<file path="src/hw/rtl/wiegand_frame_receiver_unit_defines.svh">
// Assertion helpers for the frame receiver.
`ifndef WIEGAND_FRAME_RECEIVER_UNIT_DEFINES_SVH
`define WIEGAND_FRAME_RECEIVER_UNIT_DEFINES_SVH

// Same-cycle implication, clocked on clock, masked in reset.
`define WFR_ASSERT_NOW(label, ante, cons, msg) \
   label: assert property (@(posedge clock) disable iff (reset) (ante) |-> (cons)) \
      else $error(msg);

// Next-cycle implication, clocked on clock, masked in reset.
`define WFR_ASSERT_NEXT(label, ante, cons, msg) \
   label: assert property (@(posedge clock) disable iff (reset) (ante) |=> (cons)) \
      else $error(msg);

`endif

</file>
<file path="src/hw/rtl/wfr_pkg.sv">
`default_nettype none

package wfr_pkg;

   localparam int unsigned BYTE_W   = 8;
   localparam int unsigned IDX_W    = 6;
   localparam int unsigned FBITS_W  = 9;
   localparam int unsigned BIDX_W   = 5;
   localparam int unsigned TIME_W   = 24;
   localparam int unsigned MAXB_W   = 6;
   localparam int unsigned MAX_RSP  = 32;

   localparam logic [TIME_W-1:0] TIMEOUT_RESET = 24'd25000;
   localparam logic [TIME_W-1:0] IDLE_MAX      = 24'hFFFFFF;

   typedef enum logic [1:0] {
      OP_D0   = 2'd0,
      OP_D1   = 2'd1,
      OP_TICK = 2'd2,
      OP_READ = 2'd3
   } opcode_type;

   typedef enum logic [1:0] {
      RD_IDLE,
      RD_SINGLE,
      RD_ISSUE,
      RD_LOAD
   } rd_state_type;

   typedef struct packed {
      logic              en;
      logic [BYTE_W-1:0] data;
   } store_wr_type;

   typedef struct packed {
      logic               start;
      logic               pending;
      logic [IDX_W-1:0]   n;
      logic [FBITS_W-1:0] bits;
   } rd_cmd_type;

   typedef struct packed {
      logic rd_en;
      logic clear;
      logic busy;
   } rd_ctl_type;

endpackage

`default_nettype wire

</file>
<file path="src/hw/rtl/wiegand_frame_receiver_unit.sv">
// Wiegand frame receiver. D0 and D1 pulse words shift a 0 or a 1, MSB first, into a byte
// store of BUFFER_BYTES entries; tick words advance a saturating idle counter that every
// pulse restarts. A read word finds a frame once the idle count is above the timeout and
// bits have been captured; it then streams up to min(bits/8+1, max_bytes, BUFFER_BYTES, 32)
// byte words and clears the store, or else answers with a single word. Pulse and tick words
// are taken one per cycle while no read is in progress: each pulse is a read-modify-write of
// the store, with a registered read and the write in the cycle after it, and the next pulse
// is forwarded around that write. A read word holds the input while busy, in RD_SINGLE for a
// single word or in RD_ISSUE then RD_LOAD for each byte streamed, as the store's single read
// port serves one byte at a time, and longer while the result side stalls. The store needs
// no clearing pass after reset: per-entry valid bits make unwritten bytes read as zero.
`default_nettype none
`include "wiegand_frame_receiver_unit_defines.svh"

module wiegand_frame_receiver_unit #(
   parameter int unsigned BUFFER_BYTES = 32
) (
   input  wire logic                        clock,
   input  wire logic                        reset,
   input  wire logic                        csr_write_enable,
   input  wire logic [wfr_pkg::TIME_W-1:0]  csr_write_data,
   input  wire logic                        req_valid,
   output logic                             req_ready,
   input  wire logic [1:0]                  req_opcode,
   input  wire logic [wfr_pkg::MAXB_W-1:0]  req_max_bytes,
   output logic                             rsp_valid,
   input  wire logic                        rsp_ready,
   output logic [wfr_pkg::FBITS_W-1:0]      rsp_frame_bits,
   output logic [wfr_pkg::BYTE_W-1:0]       rsp_byte_value,
   output logic [wfr_pkg::BIDX_W-1:0]       rsp_byte_index,
   output logic                             rsp_has_data,
   output logic                             rsp_last
);
   import wfr_pkg::*;

   localparam int unsigned AW    = (BUFFER_BYTES > 1) ? $clog2(BUFFER_BYTES) : 1;
   localparam int unsigned BW    = $clog2(BUFFER_BYTES * 8 + 1);
   localparam int unsigned PW    = BW - 3;
   localparam int unsigned CW    = (PW + 1 > 7) ? PW + 1 : 7;
   localparam int unsigned LIMIT = (BUFFER_BYTES < MAX_RSP) ? BUFFER_BYTES : MAX_RSP;

   logic [TIME_W-1:0] timeout_ff;
   logic [TIME_W-1:0] idle_ff;
   logic [TIME_W-1:0] idle_in;
   logic [BW-1:0]     bit_total_ff;
   logic [BW-1:0]     bit_total_in;
   logic [PW-1:0]     pos;
   logic              full;
   logic              accept;
   logic              is_pulse;
   logic              shift_go;
   opcode_type        op;
   logic [CW-1:0]     cnt_a;
   logic [CW-1:0]     cnt_b;
   logic [CW-1:0]     cnt_c;
   logic [CW-1:0]     cnt_ab;
   logic [CW-1:0]     cnt_n;
   store_wr_type      wr;
   logic [AW-1:0]     wr_addr;
   logic [AW-1:0]     rdr_addr;
   logic [AW-1:0]     rd_addr;
   logic              rd_en;
   logic [BYTE_W-1:0] rd_data;
   rd_cmd_type        cmd;
   rd_ctl_type        ctl;

   assign op        = opcode_type'(req_opcode);
   assign req_ready = !ctl.busy;
   assign accept    = req_valid && req_ready;
   assign is_pulse  = (op == OP_D0) || (op == OP_D1);
   assign pos       = bit_total_ff[BW-1:3];
   assign full      = (pos >= PW'(BUFFER_BYTES));
   assign shift_go  = accept && is_pulse && !full;

   // bytes to stream: min of captured bytes plus one, caller limit and store size capped at MAX_RSP
   always_comb begin
      cnt_a  = CW'(pos) + 1'b1;
      cnt_b  = CW'(req_max_bytes);
      cnt_c  = CW'(LIMIT);
      cnt_ab = (cnt_a < cnt_b) ? cnt_a : cnt_b;
      cnt_n  = (cnt_ab < cnt_c) ? cnt_ab : cnt_c;
   end

   assign cmd.start   = accept && (op == OP_READ);
   assign cmd.pending = (idle_ff > timeout_ff) && (bit_total_ff != '0);
   assign cmd.n       = IDX_W'(cnt_n);
   assign cmd.bits    = FBITS_W'(bit_total_ff);

   always_comb begin
      idle_in      = idle_ff;
      bit_total_in = bit_total_ff;
      if (accept) begin
         case (op)
            OP_D0, OP_D1: begin
               idle_in = '0;
               if (!full) begin
                  bit_total_in = BW'(bit_total_ff + 1'b1);
               end
            end
            OP_TICK: begin
               if (idle_ff != IDLE_MAX) begin
                  idle_in = idle_ff + 1'b1;
               end
            end
            default: begin
               idle_in = idle_ff;
            end
         endcase
      end
      if (ctl.clear) begin
         bit_total_in = '0;
      end
   end

   always_ff @(posedge clock) begin
      if (reset) begin
         timeout_ff   <= TIMEOUT_RESET;
         idle_ff      <= '0;
         bit_total_ff <= '0;
      end else begin
         if (csr_write_enable) begin
            timeout_ff <= csr_write_data;
         end
         idle_ff      <= idle_in;
         bit_total_ff <= bit_total_in;
      end
   end

   assign rd_en   = shift_go || ctl.rd_en;
   assign rd_addr = ctl.rd_en ? rdr_addr : pos[AW-1:0];

   wfr_store #(
      .DEPTH (BUFFER_BYTES),
      .AW    (AW)
   ) u_store (
      .clock   (clock),
      .reset   (reset),
      .clear   (ctl.clear),
      .wr      (wr),
      .wr_addr (wr_addr),
      .rd_en   (rd_en),
      .rd_addr (rd_addr),
      .rd_data (rd_data)
   );

   wfr_shifter #(
      .AW (AW)
   ) u_shifter (
      .clock   (clock),
      .reset   (reset),
      .go      (shift_go),
      .bit_val (op == OP_D1),
      .addr    (pos[AW-1:0]),
      .rd_data (rd_data),
      .wr      (wr),
      .wr_addr (wr_addr)
   );

   wfr_reader #(
      .AW (AW)
   ) u_reader (
      .clock          (clock),
      .reset          (reset),
      .cmd            (cmd),
      .rd_data        (rd_data),
      .ctl            (ctl),
      .rd_addr        (rdr_addr),
      .rsp_valid      (rsp_valid),
      .rsp_ready      (rsp_ready),
      .rsp_frame_bits (rsp_frame_bits),
      .rsp_byte_value (rsp_byte_value),
      .rsp_byte_index (rsp_byte_index),
      .rsp_has_data   (rsp_has_data),
      .rsp_last       (rsp_last)
   );

   `WFR_ASSERT_NEXT(a_pulse_restarts_idle, accept && is_pulse, idle_ff == '0, "idle count not restarted by pulse")
   `WFR_ASSERT_NEXT(a_pulse_counts_bit, shift_go, bit_total_ff == BW'($past(bit_total_ff) + 1'b1), "bit count not advanced")
   `WFR_ASSERT_NEXT(a_full_drops_bit, accept && is_pulse && full, $stable(bit_total_ff), "bit taken into full store")
   `WFR_ASSERT_NEXT(a_clear_empties, ctl.clear, bit_total_ff == '0 && req_ready, "frame not released after read")

endmodule

`default_nettype wire

</file>
<file path="src/hw/rtl/wfr_store.sv">
`default_nettype none

module wfr_store #(
   parameter int unsigned DEPTH = 32,
   parameter int unsigned AW    = 5
) (
   input  wire logic                      clock,
   input  wire logic                      reset,
   input  wire logic                      clear,
   input  wire wfr_pkg::store_wr_type     wr,
   input  wire logic [AW-1:0]             wr_addr,
   input  wire logic                      rd_en,
   input  wire logic [AW-1:0]             rd_addr,
   output logic [wfr_pkg::BYTE_W-1:0]     rd_data
);
   import wfr_pkg::*;

   logic [BYTE_W-1:0] mem_ff [DEPTH];
   logic [DEPTH-1:0]  vld_ff;
   logic [DEPTH-1:0]  vld_in;
   logic [BYTE_W-1:0] rd_data_ff;

   always_comb begin
      vld_in = vld_ff;
      if (wr.en) begin
         vld_in[wr_addr] = 1'b1;
      end
      if (clear) begin
         vld_in = '0;
      end
   end

   always_ff @(posedge clock) begin
      if (reset) begin
         vld_ff <= '0;
      end else begin
         vld_ff <= vld_in;
      end
   end

   always_ff @(posedge clock) begin
      if (wr.en) begin
         mem_ff[wr_addr] <= wr.data;
      end
      if (rd_en) begin
         rd_data_ff <= vld_ff[rd_addr] ? mem_ff[rd_addr] : '0;
      end
   end

   assign rd_data = rd_data_ff;

endmodule

`default_nettype wire

</file>
<file path="src/hw/rtl/wfr_shifter.sv">
`default_nettype none

module wfr_shifter #(
   parameter int unsigned AW = 5
) (
   input  wire logic                      clock,
   input  wire logic                      reset,
   input  wire logic                      go,
   input  wire logic                      bit_val,
   input  wire logic [AW-1:0]             addr,
   input  wire logic [wfr_pkg::BYTE_W-1:0] rd_data,
   output wfr_pkg::store_wr_type          wr,
   output logic [AW-1:0]                  wr_addr
);
   import wfr_pkg::*;

   logic              s1_vld_ff;
   logic [AW-1:0]     s1_addr_ff;
   logic              s1_bit_ff;
   logic              fwd_vld_ff;
   logic [AW-1:0]     fwd_addr_ff;
   logic [BYTE_W-1:0] fwd_data_ff;
   logic [BYTE_W-1:0] old_byte;
   logic [BYTE_W-1:0] new_byte;

   // take the byte written on the edge that sampled this read
   always_comb begin
      old_byte = (fwd_vld_ff && (fwd_addr_ff == s1_addr_ff)) ? fwd_data_ff : rd_data;
      new_byte = {old_byte[BYTE_W-2:0], s1_bit_ff};
   end

   always_ff @(posedge clock) begin
      if (reset) begin
         s1_vld_ff  <= 1'b0;
         fwd_vld_ff <= 1'b0;
      end else begin
         s1_vld_ff  <= go;
         fwd_vld_ff <= s1_vld_ff;
      end
   end

   always_ff @(posedge clock) begin
      s1_addr_ff  <= addr;
      s1_bit_ff   <= bit_val;
      fwd_addr_ff <= s1_addr_ff;
      fwd_data_ff <= new_byte;
   end

   assign wr.en   = s1_vld_ff;
   assign wr.data = new_byte;
   assign wr_addr = s1_addr_ff;

endmodule

`default_nettype wire

</file>
<file path="src/hw/rtl/wfr_reader.sv">
`default_nettype none

module wfr_reader #(
   parameter int unsigned AW = 5
) (
   input  wire logic                        clock,
   input  wire logic                        reset,
   input  wire wfr_pkg::rd_cmd_type         cmd,
   input  wire logic [wfr_pkg::BYTE_W-1:0]  rd_data,
   output wfr_pkg::rd_ctl_type              ctl,
   output logic [AW-1:0]                    rd_addr,
   output logic                             rsp_valid,
   input  wire logic                        rsp_ready,
   output logic [wfr_pkg::FBITS_W-1:0]      rsp_frame_bits,
   output logic [wfr_pkg::BYTE_W-1:0]       rsp_byte_value,
   output logic [wfr_pkg::BIDX_W-1:0]       rsp_byte_index,
   output logic                             rsp_has_data,
   output logic                             rsp_last
);
   import wfr_pkg::*;

   rd_state_type       state_ff;
   rd_state_type       state_in;
   logic [IDX_W-1:0]   cnt_ff;
   logic [IDX_W-1:0]   idx_ff;
   logic [FBITS_W-1:0] bits_ff;
   logic               hit_ff;
   logic               out_free;
   logic               last_byte;
   logic               load_single;
   logic               load_byte;
   logic               rsp_valid_ff;
   logic               rsp_valid_in;
   logic [FBITS_W-1:0] rsp_bits_ff;
   logic [BYTE_W-1:0]  rsp_byte_ff;
   logic [BIDX_W-1:0]  rsp_idx_ff;
   logic               rsp_has_ff;
   logic               rsp_last_ff;

   assign out_free  = !rsp_valid_ff || rsp_ready;
   assign last_byte = (IDX_W'(idx_ff + 1'b1) == cnt_ff);

   always_comb begin
      state_in = state_ff;
      case (state_ff)
         RD_IDLE: begin
            if (cmd.start) begin
               state_in = (cmd.pending && (cmd.n != '0)) ? RD_ISSUE : RD_SINGLE;
            end
         end
         RD_SINGLE: begin
            if (out_free) begin
               state_in = RD_IDLE;
            end
         end
         RD_ISSUE: begin
            state_in = RD_LOAD;
         end
         RD_LOAD: begin
            if (out_free) begin
               state_in = last_byte ? RD_IDLE : RD_ISSUE;
            end
         end
         default: begin
            state_in = RD_IDLE;
         end
      endcase
   end

   always_comb begin
      load_single = 1'b0;
      load_byte   = 1'b0;
      ctl         = '0;
      case (state_ff)
         RD_IDLE: begin
            ctl.busy = 1'b0;
         end
         RD_SINGLE: begin
            ctl.busy    = 1'b1;
            load_single = out_free;
            ctl.clear   = out_free && hit_ff;
         end
         RD_ISSUE: begin
            ctl.busy  = 1'b1;
            ctl.rd_en = 1'b1;
         end
         RD_LOAD: begin
            ctl.busy  = 1'b1;
            load_byte = out_free;
            ctl.clear = out_free && last_byte;
         end
         default: begin
            ctl.busy = 1'b1;
         end
      endcase
   end

   assign rsp_valid_in = load_single || load_byte || (rsp_valid_ff && !rsp_ready);

   always_ff @(posedge clock) begin
      if (reset) begin
         state_ff     <= RD_IDLE;
         rsp_valid_ff <= 1'b0;
      end else begin
         state_ff     <= state_in;
         rsp_valid_ff <= rsp_valid_in;
      end
   end

   always_ff @(posedge clock) begin
      if ((state_ff == RD_IDLE) && cmd.start) begin
         cnt_ff  <= cmd.n;
         bits_ff <= cmd.pending ? cmd.bits : '0;
         hit_ff  <= cmd.pending;
         idx_ff  <= '0;
      end else if (load_byte) begin
         idx_ff <= IDX_W'(idx_ff + 1'b1);
      end
      if (load_single) begin
         rsp_bits_ff <= bits_ff;
         rsp_byte_ff <= '0;
         rsp_idx_ff  <= '0;
         rsp_has_ff  <= 1'b0;
         rsp_last_ff <= 1'b1;
      end else if (load_byte) begin
         rsp_bits_ff <= bits_ff;
         rsp_byte_ff <= rd_data;
         rsp_idx_ff  <= BIDX_W'(idx_ff);
         rsp_has_ff  <= 1'b1;
         rsp_last_ff <= last_byte;
      end
   end

   assign rd_addr        = idx_ff[AW-1:0];
   assign rsp_valid      = rsp_valid_ff;
   assign rsp_frame_bits = rsp_bits_ff;
   assign rsp_byte_value = rsp_byte_ff;
   assign rsp_byte_index = rsp_idx_ff;
   assign rsp_has_data   = rsp_has_ff;
   assign rsp_last       = rsp_last_ff;

endmodule

`default_nettype wire
</file>
<file path="config.mk">
export PLATFORM = sky130hd
export DESIGN_NAME = wiegand_frame_receiver_unit
export DESIGN_NICKNAME = d
export VERILOG_FILES = /design/src/hw/rtl/wfr_pkg.sv /design/src/hw/rtl/wiegand_frame_receiver_unit.sv /design/src/hw/rtl/wfr_store.sv /design/src/hw/rtl/wfr_shifter.sv /design/src/hw/rtl/wfr_reader.sv
export VERILOG_INCLUDE_DIRS = /design/src /design/src/hw/rtl
export SDC_FILE = /design/constraint.sdc
export NUM_CORES = 1
export LEC_CHECK = 0
export ABC_CLOCK_PERIOD_IN_PS = 3000
export BUFFER_PORTS_ARGS = -buffer_cell sky130_fd_sc_hd__buf_2
export CORE_MARGIN = 2
export CORE_UTILIZATION = 48
export CTS_CLUSTER_DIAMETER = 120
export DETAILED_ROUTE_END_ITERATION = 6
export HOLD_SLACK_MARGIN = 0.05
export SETUP_SLACK_MARGIN = 0.02
export SYNTH_ARGS = -nofsm -noshare
export SYNTH_HDL_FRONTEND = slang
export SYNTH_SLANG_ARGS = --single-unit
</file>
<file path="constraint.sdc">
create_clock -name clock -period 3 [get_ports clock]
set_clock_uncertainty 0.1 [all_clocks]
set_input_delay 0.3 -clock clock [delete_from_list [all_inputs] [get_ports clock]]
set_output_delay 0.3 -clock clock [all_outputs]
set_load 0.05 [all_outputs]
</file>
Word-level counts from Yosys, hierarchy flattened
Memories as Yosys holds them, arrays and structs flattened. A register that Yosys moved wholly into a read port is not among the register bits.
Index checks and enable logic that the tools add are counted.
{ "word_totals": {"regBits": 158, "ramBits": 256, "inputBits": 37, "out_inout_bits": 26, "wordCells": 107, "n_memories": 1} }
{ "memory_table": {"columns": ["name", "depth", "word_bits", "rd", "rd_clocked_by_memory_dff", "write_ports", "line_no", "rtl"], "rows": [
  ["u_store.mem_ff", 32, 8, 1, 1, 1, "wfr_store.sv:18", "logic [BYTE_W-1:0] mem_ff [DEPTH];"]
]} }
{ "classes": {"addsub": 4, "magnitude_cmp": 7, "eq_ne": 13, "mux": 25, "bitwise": 2, "reduce_logical": 34} }
{ "ops": {"columns": ["operator", "count"], "rows": [
  ["$pmux W24 S2", 1],
  ["$or A32 B32 Y32", 1],
  ["$add A24 B1 Y24 const B", 1],
  ["$gt A24 B24 Y1", 1],
  ["$mux W24", 1],
  ["$ne A24 B24 Y1 const B", 1],
  ["$mux W9", 2],
  ["$mux W7", 2],
  ["$logic_and A1 B1 Y1", 12],
  ["$lt A5 B6 Y1 const B", 2],
  ["$mux W2", 5],
  ["$add A9 B1 Y9 const B", 1],
  ["$reduce_and A3 Y1", 3],
  ["$reduce_bool A9 Y1", 1],
  ["$eq A2 B2 Y1 const B", 4],
  ["$pmux W2 S4", 1],
  ["$add A6 B1 Y7 const B", 1],
  ["$lt A7 B6 Y1", 1],
  ["$lt A7 B6 Y1 const B", 1],
  ["$mux W1", 7],
  ["$add A6 B1 Y6 const B", 1],
  ["$eq A6 B6 Y1", 1],
  ["$ge A6 B6 Y1 const B", 1],
  ["$mux W6", 1],
  ["other kinds (17)", 32]
]} }

Logic depth before layout (Yosys ltp)
Gate-level depths: netlist of the first run.
{ "depth": {"word_depth": 10, "ltp_mapped": 12, "ltp_nobuf": 11} }

Cells and area by module
Synthesis of the first run repeated with hierarchy kept, for this count alone.
{ "hier_totals": {"cells_unflattened": 1257, "area_unflattened_um2": 17659.4} }
{ "modules_own_cells": {"columns": ["mod", "n_inst", "cells_per_inst", "area_per_inst_um2", "seq_area_each_um2"], "rows": [
  ["wfr_store", 1, 614, 11596.1, 8568.2],
  ["wiegand_frame_receiver_unit", 1, 438, 3599.7, 1141.1],
  ["wfr_reader", 1, 166, 1889.3, 1231.2],
  ["wfr_shifter", 1, 39, 574.3, 400.4]
]} }

Least setup slack after synthesis of the first run
No wires, ideal clock.
{ "synth_timing": {"kind": "register to register", "start": "register bit_total_ff[3]", "end": "register u_reader.cnt_ff[2], data pin", "setup_time_ns": 0.274, "arrival_time_ns": 2.392, "required_time_ns": 2.626, "slack_ns": 0.234, "stages_incl_launch_ff": 11, "path_buffers": 1, "period_less_slack_ns": 2.766, "cell_sequence": "dfxtp_1 -> ha_1 -> nand3_1 -> xnor2_1 -> ha_1 -> a21o_1 -> a21oi_1 -> o211ai_1 -> clkbuf_1 -> a21oi_1 -> a211oi_1"} }
{ "synth_lines": {"columns": ["item", "line_no", "rtl"], "rows": [
  ["from (decl)", "wiegand_frame_receiver_unit.sv:45", "logic [BW-1:0] bit_total_ff;"],
  ["from (signal assigned)", "wiegand_frame_receiver_unit.sv:125", "bit_total_ff <= bit_total_in;"],
  ["to (signal assigned)", "wfr_reader.sv:112", "cnt_ff <= cmd.n;"],
  ["to (decl)", "wfr_reader.sv:24", "logic [IDX_W-1:0] cnt_ff;"]
]} }

Final worst setup path of the first run
{ "layout_timing": {"start": "register u_reader.state_ff[1]", "end": "register u_store.rd_data_ff[2] (netlist: u_store.rd_data[2]), read port of u_store.mem_ff, data pin"} }
{ "layout_between": {"elab_chain_cells": 8, "elab_cells_between_ends": 16, "cone_classes": "3 x eq/ne; 5 x mux; 8 x reduce/logical"} }
{ "layout_lines": {"columns": ["item", "line_no", "rtl"], "rows": [
  ["from (decl)", "wfr_reader.sv:22", "rd_state_type state_ff;"],
  ["from (signal assigned)", "wfr_reader.sv:105", "state_ff <= state_in;"],
  ["parallel branches: the longest is 8 deep, another holds $mux W5", null, null],
  ["to (decl)", "wfr_store.sv:21", "logic [BYTE_W-1:0] rd_data_ff;"]
]} }
Several ways; the timed one is not identified. The select of a mux whose other input is x is not followed.
A chain may end at the register's enable or synchronous reset.

==> impl_metrics.yaml, run 1 <==
run_status:
  status: "finished with violations"
  violations: "design-rule violations"
logic_synthesis:
  synth_edf_count: 289
  yosysSeqAreaShare: 0.652
  synthFlopType: "edfxtp_1"
  syn-instance-count: 1330
  async_flop_share: 0
  synth_nets: 1402
  ys_types: 69
  yosysTopAreaCellShare: 0.499
  yosysWarnings: 0
  syn_area_um2: 17400
  ys_seq_elements: 422
  yosys.area.top_type: "edfxtp_1"
  syn_area_per_cell_um2: 13.1
  synth_area_leaders: "edfxtp_1 50%, dfxtp_1 15%, mux2i_1 8.7%"
floorplanning:
  core_area_um2: 35700
  start_util: 0.488
  die_h_um: 194
  dieArea_um2: 37800
  io_pins: 63
  placementRows: 69
  die_x_um: 194
detailed_routing:
  ant_nets: 0
  wl_met2_um: 19100
  drtPass1Iterations: 7
  drt_iter0_drc: 786
  viasPerCell: 5.51
  routed.top_layer: "met4"
  routed-wl-met3_um: 2000
  drt-met1-wl_um: 18600
  route.detailed.drc: 4
  wl_um: 40700
  wl_per_cell_um: 20.5
  vias: 10900
worst_hold_path:
  hp-class: "input pin to flip-flop"
timing:
  hold_viol_final: 0
  fmax_ghz: 0.356
  relSlewSlack: 0.406
  period_share: 0.937
  setup_slack_ns: 0.188
  tightest_slew_ns: 0.887
  fin_crit_ns: 2.81
  setup_viol: 0
  finalMaxSlewViolations: 0
pwr:
  power_w: 0.0119
  power.internal_w: 0.00944
  p_clk_frac: 0.443
  power_leakage_nw: 8.26
  power_density_nw_per_um2: 584
  net-switching-power_w: 0.00245
  swShare: 0.206
  p_comb_frac: 0.029
  ir_drop_mv: 0.435
  seqPwrFrac: 0.528
clocking:
  clockBufferDepth: 3
  cts_root_buf: "clkbuf_16"
  cts.sinks: 422
  htreeDepth: 2
  clk_pin_slew_ns: 0.06
  clock_latency_ns: 0.56
  cts_tree: "done"
  cts_made_buffers: 44
cells_and_area:
  drive_above_1_share: 0.159
  layout_commonest_cell: "edfxtp_1"
  num-fill-cells: 2922
  multi_input_area_um2: 5550
  syn_to_final_growth_pct: 17.1
  fin_util: 0.571
  final_cell_mix: "289 x edfxtp_1, 189 x nor2_1, 151 x mux2i_1"
  final_net_count: 1561
  layout.area.seq_um2: 11300
global_route:
  first_global_vias: 10700
  antenna_found_initial: 0
  track_usage: 0.218
  grt_first_pass_wirelength_um: 62800
  grt_max_degree: 42
  globalRouteOverflowTotal: 0
critical_path:
  crit_fanout: 30
  critical_path_required_ns: 3.18
  start_kind: "flip-flop"
  cp.arrival_ns: 2.99
  critical_path_class: "flip-flop to flip-flop"
  worst_setup_path_end_kind: "flip-flop"
  reg2reg_slack_ns: 0.19
placed_design:
  post-place-ws_ns: 0.108
  dp_hpwl_um: 26600
  place.port_buffers: 62
  routabilityCongestion: 0.867
run:
  maxCapViolations: 0
## power groups by stage
stage          Sequential [W]  Combinational [W]  Clock [W]
2_1_floorplan         0.00641           0.000169          0
3_3_place_gp          0.00640           0.000313          0
3_5_place_dp          0.00641           0.000319          0
4_1_cts               0.00628           0.000351    0.00536
5_1_grt               0.00628           0.000385    0.00560
6_report              0.00628           0.000351    0.00526
## metal layers
metal,GRT usage,up-vias
met4,0.0670,0
met1,0.304,5380
li1,-,5229
met2,0.353,259
met5,0,-
met3,0.0340,61
## critical path: stages (launching register included)
cell      delay [ns]
dfxtp_1         0.32
nor2b_4         0.18
mux2i_4         0.33
buf_12          0.28
buf_12          0.22
mux2i_1         0.23
o22ai_1         0.15
nor4_1          0.45
buf_4           0.19
a221oi_1        0.06
## metrics by stage
stage | hold slack (ns) | std cells | instance area (um^2) | TNS [ns]
6_report | 0.0787 | 1985 | 20400 | 0
2_1_floorplan | 0.226 | 1330 | 17400 | 0
4_1_cts | 0.0553 | 1984 | 20300 | 0
3_5_place_dp | 0.305 | 1873 | 18600 | 0
5_1_grt | 0.0719 | 1984 | 20400 | -0.0288
3_3_place_gp | 0.304 | 1873 | 18600 | 0
## cells by family (layout without fill, tap and decap cells)
kind of cell,Yosys count,count (layout),share of synthesized area
simple gates,395,395,0.106
compound gates,154,154,0.0594
fa+ha+maj,35,35,0.0252
mux,177,177,0.105
xor+xnor,45,45,0.0227
other cells,0,1,0
flops,422,422,0.652
buf+inv,102,295,0.0297
## timing repair
action / 4_1_cts / 5_1_grt
buffers inserted: 0 / 0
endpoints found under the hold margin: 32 / 0
gates resized for setup: 0 / 4
setup endpoints to repair: 0 / 8
hold buffers: 31 / 0
## synth_stat cells (3+ instances only)
library cell and n:
or3_1 7, xor2_1 24, nand4_1 10, and4_1 5
nand3_1 37, a221oi_1 8, nor4_1 15, a211oi_1 4
nand2b_1 6, nor3_1 6, or4_1 10, o22ai_1 73
a21oi_1 21, dfxtp_1 133, xnor2_1 21, and2_1 4
nor2b_1 7, ha_1 35, edfxtp_1 289, mux2_2 16
buf_4 5, inv_1 41, o21ai_0 12, o211ai_1 8
clkbuf_1 30, buf_1 3, mux2i_1 151, nor2_1 190
buf_2 10, a31oi_1 5, nand3b_1 6, nand2_4 3
buf_6 10, and3_1 5, mux2_1 8, nand2_1 72
## layout make-up
cell class	instances	area share
diodes	1	0.000123
repair buffers	173	0.0661
flip-flops and latches	422	0.557
multi-input cells	806	0.272
clock inverters	24	0.0101
inverters	42	0.00774
well taps	461	0.0283
clock buffers	56	0.0583
## flip-flops by register name, indices dropped and copies added (netlist names), 2 cells and up
| name | cells |
|---|---|
| u_reader.rsp_byte_value | 8 |
| u_reader.cnt_ff | 6 |
| u_shifter.fwd_data_ff | 7 |
| timeout_ff | 24 |
| u_store.rd_data | 8 |
| u_store.vld_ff | 32 |
| idle_ff | 24 |
| u_shifter.fwd_addr_ff | 5 |
| u_reader.rsp_byte_index | 5 |
| u_reader.rsp_frame_bits | 9 |
| bit_total_ff | 9 |
| u_reader.idx_ff | 6 |
| u_shifter.wr_addr | 5 |
| u_reader.bits_ff | 9 |
| u_store.mem_ff | 256 |
| u_reader.state_ff | 2 |
## final timing paths
check | start | endpoint | cells after the start
max | u_reader.state_ff[1] | u_store.rd_data[2] | 9
min | req_max_bytes[2] | u_reader.cnt_ff[2] | 3
max reg2reg | u_reader.state_ff[1] | u_store.rd_data[2] | 9
min reg2reg | u_reader.bits_ff[0] | u_reader.rsp_frame_bits[0] | 0
Power figures use the tool's default switching activity.
==> inputs of run 2 (changes only) <==
CORE_UTILIZATION = 30   (was 48)
PLACE_DENSITY_LB_ADDON = 0.15   (was not set)
==> run 2 against run 1 <==
The flow now finishes without violations. Fmax decreased by 1.5%. Cell count increased by 17%. Flip-flop and latch count unchanged. Worst hold slack improved by 0.044 ns. Register-to-register slack got worse by 0.04 ns. Clock power increased by 5.9%. Die area increased by 59%. Non-clock buffer count increased by 21. Combinational power increased by 5%. Via count increased by 0.31%. Clock-buffer cell count increased by 9. Sequential share of layout area decreased by 1.8 points. Critical path type unchanged. Critical endpoint is now u_store.rd_data[6]. Largest power group unchanged.
==> impl_metrics.yaml, run 2 (synthesis results as in run 1) <==
run_status:
  status: "completed"
cells_and_area:
  final_cell_area_um2: 21000
  multi_input_area_um2: 5550
  drive_above_1_share: 0.169
  fin_util: 0.366
  final_cells: 2317
  largest-register: "u_store.mem_ff"
  largest_register_ffs: 256
  layout_commonest_cell: "edfxtp_1"
  final_net_count: 1585
  layout.area.seq_um2: 11300
  antenna-diode-count: 0
  final_cell_mix: "289 x edfxtp_1, 189 x nor2_1, 149 x mux2i_1"
  num-fill-cells: 5606
  syn_to_final_growth_pct: 21.0
  reg_top3: "u_store.mem_ff: 256 flops, u_store.vld_ff: 32 flops"
detailed_routing:
  viasPerCell: 4.73
  ant_nets: 0
  vias: 11000
  drt_iter0_drc: 710
  route.detailed.drc: 0
  wl_per_cell_um: 19.8
  drtPass1Iterations: 4
  wl_um: 45800
placed_design:
  dp_hpwl_um: 31200
  post-place-ws_ns: 0.0739
  place.port_buffers: 62
  dp_cells: 2194
  routabilityCongestion: 0.850
  placed_cell_area_um2: 19200
clocking:
  cts_made_buffers: 47
  cts_root_buf: "clkbuf_16"
  clk_pin_slew_ns: 0.06
  htreeDepth: 2
  clock_latency_ns: 0.58
  clockBufferDepth: 3
  cts_tree: "done"
  cts.sinks: 422
timing:
  fin_crit_ns: 2.86
  relSlewSlack: 0.484
  fmax_ghz: 0.350
  tightest_slew_ns: 0.774
  fin_setup_tns_ns: 0
  rsz0062_at_grt: "false"
  hold_viol_final: 0
  finalMaxSlewViolations: 0
  period_share: 0.952
  setup_viol: 0
  setup_slack_ns: 0.145
worst_hold_path:
  hp-class: "input pin to flip-flop"
  min_from: "reset"
  whs_endpoint: "timeout_ff[17]"
  worstHoldPathCells: 3
pwr:
  power_density_nw_per_um2: 581
  p_clk_frac: 0.456
  power.internal_w: 0.00965
  power_leakage_nw: 8.43
  swShare: 0.210
  seqPwrFrac: 0.514
  p_comb_frac: 0.030
  net-switching-power_w: 0.00257
  ir_drop_mv: 0.378
critical_path:
  reg2reg_slack_ns: 0.14
  critical_path_class: "flip-flop to flip-flop"
  start_kind: "flip-flop"
  cp_slowest_cell: "nor4_1"
  worst_setup_path_end_kind: "flip-flop"
  rr_startpoint: "u_reader.state_ff[1]"
  crit_fanout: 14
  cpPeakStageDelay_ns: 0.37
  crit_chain: "nor2b_4 -> mux2i_4 -> buf_12 -> buf_12 -> mux2i_2 -> o22ai_1 -> buf_4 -> nor4_1 -> buf_4 -> a221oi_1"
  cp.arrival_ns: 3.07
  r2r-end: "u_store.rd_data[6]"
  ff2ff_path_depth: 10
  critical_path_required_ns: 3.22
floorplanning:
  dieArea_um2: 59900
  die_h_um: 245
  placementRows: 88
  core_area_um2: 57500
  io_pins: 63
  die_x_um: 245
  start_util: 0.302
global_route:
  antenna_found_initial: 1
  grt_max_degree: 42
  globalRouteOverflowTotal: 0
  first_global_vias: 10900
  track_usage: 0.153
  grt_first_pass_wirelength_um: 68900
run:
  maxCapViolations: 0
==> run 2: changes by cell type in the layout (fill, tap and decap cells not counted), moves of 2 or more <==
| cell | previous run | this run |
|---|---|---|
| clkbuf_16 | 45 | 50 |
| dlygate4sd3_1 | 31 | 33 |
| clkbuf_1 | 9 | 16 |
| mux2i_1 | 151 | 149 |
| clkinv_4 | 2 | 0 |
| clkbuf_8 | 2 | 0 |
| clkinv_2 | 3 | 9 |
| clkinvlp_4 | 5 | 2 |
| buf_4 | 70 | 87 |
| mux2i_2 | 0 | 2 |
==> run 2: power by group through the flow <==
stage / clock (W) / sequential, W / combinational, W
floorplan: 0 / 0.00641 / 0.000169
global placement: 0 / 0.00641 / 0.000338
detailed placement: 0 / 0.00641 / 0.000340
CTS: 0.00575 / 0.00628 / 0.000374
global route: 0.00596 / 0.00628 / 0.000407
finish: 0.00557 / 0.00628 / 0.000368
==> run 2: layout make-up <==
type | instances | share of cell area
Multi-Input combinational cell | 806 | 0.264
Clock buffer | 65 | 0.0612
Clock inverter | 23 | 0.00952
Sequential cell | 422 | 0.539
Inverter | 42 | 0.00750
Tap cell | 765 | 0.0455
Timing Repair Buffer | 194 | 0.0731
==> run 2: what timing repair did <==
action | CTS | global route
setup endpoints to repair | 0 | 5
hold buffers | 33 | 0
buffers inserted | 0 | 1
gates resized for setup | 0 | 6
hold endpoints to repair | 35 | 0
==> run 2: worst max-delay path, delay by kind of cell, from the launching register on <==
family / cells / cell delay (ns)
buffers and inverters: 4 / 0.71
DFF: 1 / 0.32
and+or+nand+nor: 2 / 0.56
AOI/OAI and AO/OA: 2 / 0.21
muxes: 2 / 0.67
==> run 2: per-layer routing <==
metal,up-vias,track usage,part of all wire
met5,-,0,0
met4,0,0.0497,0.024
met3,62,0.0248,0.041
met2,218,0.245,0.47
met1,5409,0.210,0.47
li1,5274,-,-
==> run 2: how the worst max path moves through the flow <==
stage	slack, ns	start	to	cells past startpoint
global placement	0.06	u_reader.state_ff[1]	u_store.rd_data[1]	9
global route	0.03	u_reader.state_ff[1]	u_store.rd_data[4]	10
floorplan	0.23	bit_total_ff[3]	u_reader.cnt_ff[2]	10
CTS	0.07	u_reader.state_ff[1]	u_store.rd_data[5]	9
finish	0.14	u_reader.state_ff[1]	u_store.rd_data[6]	10
detailed placement	0.07	u_reader.state_ff[1]	u_store.rd_data[2]	9
==> run 2: stage by stage <==
stage          total power, W  hold slack, ns
2_1_floorplan         0.00658           0.226
3_3_place_gp          0.00674           0.303
3_5_place_dp          0.00675           0.305
4_1_cts                0.0124          0.0885
5_1_grt                0.0126           0.134
6_report               0.0122           0.122
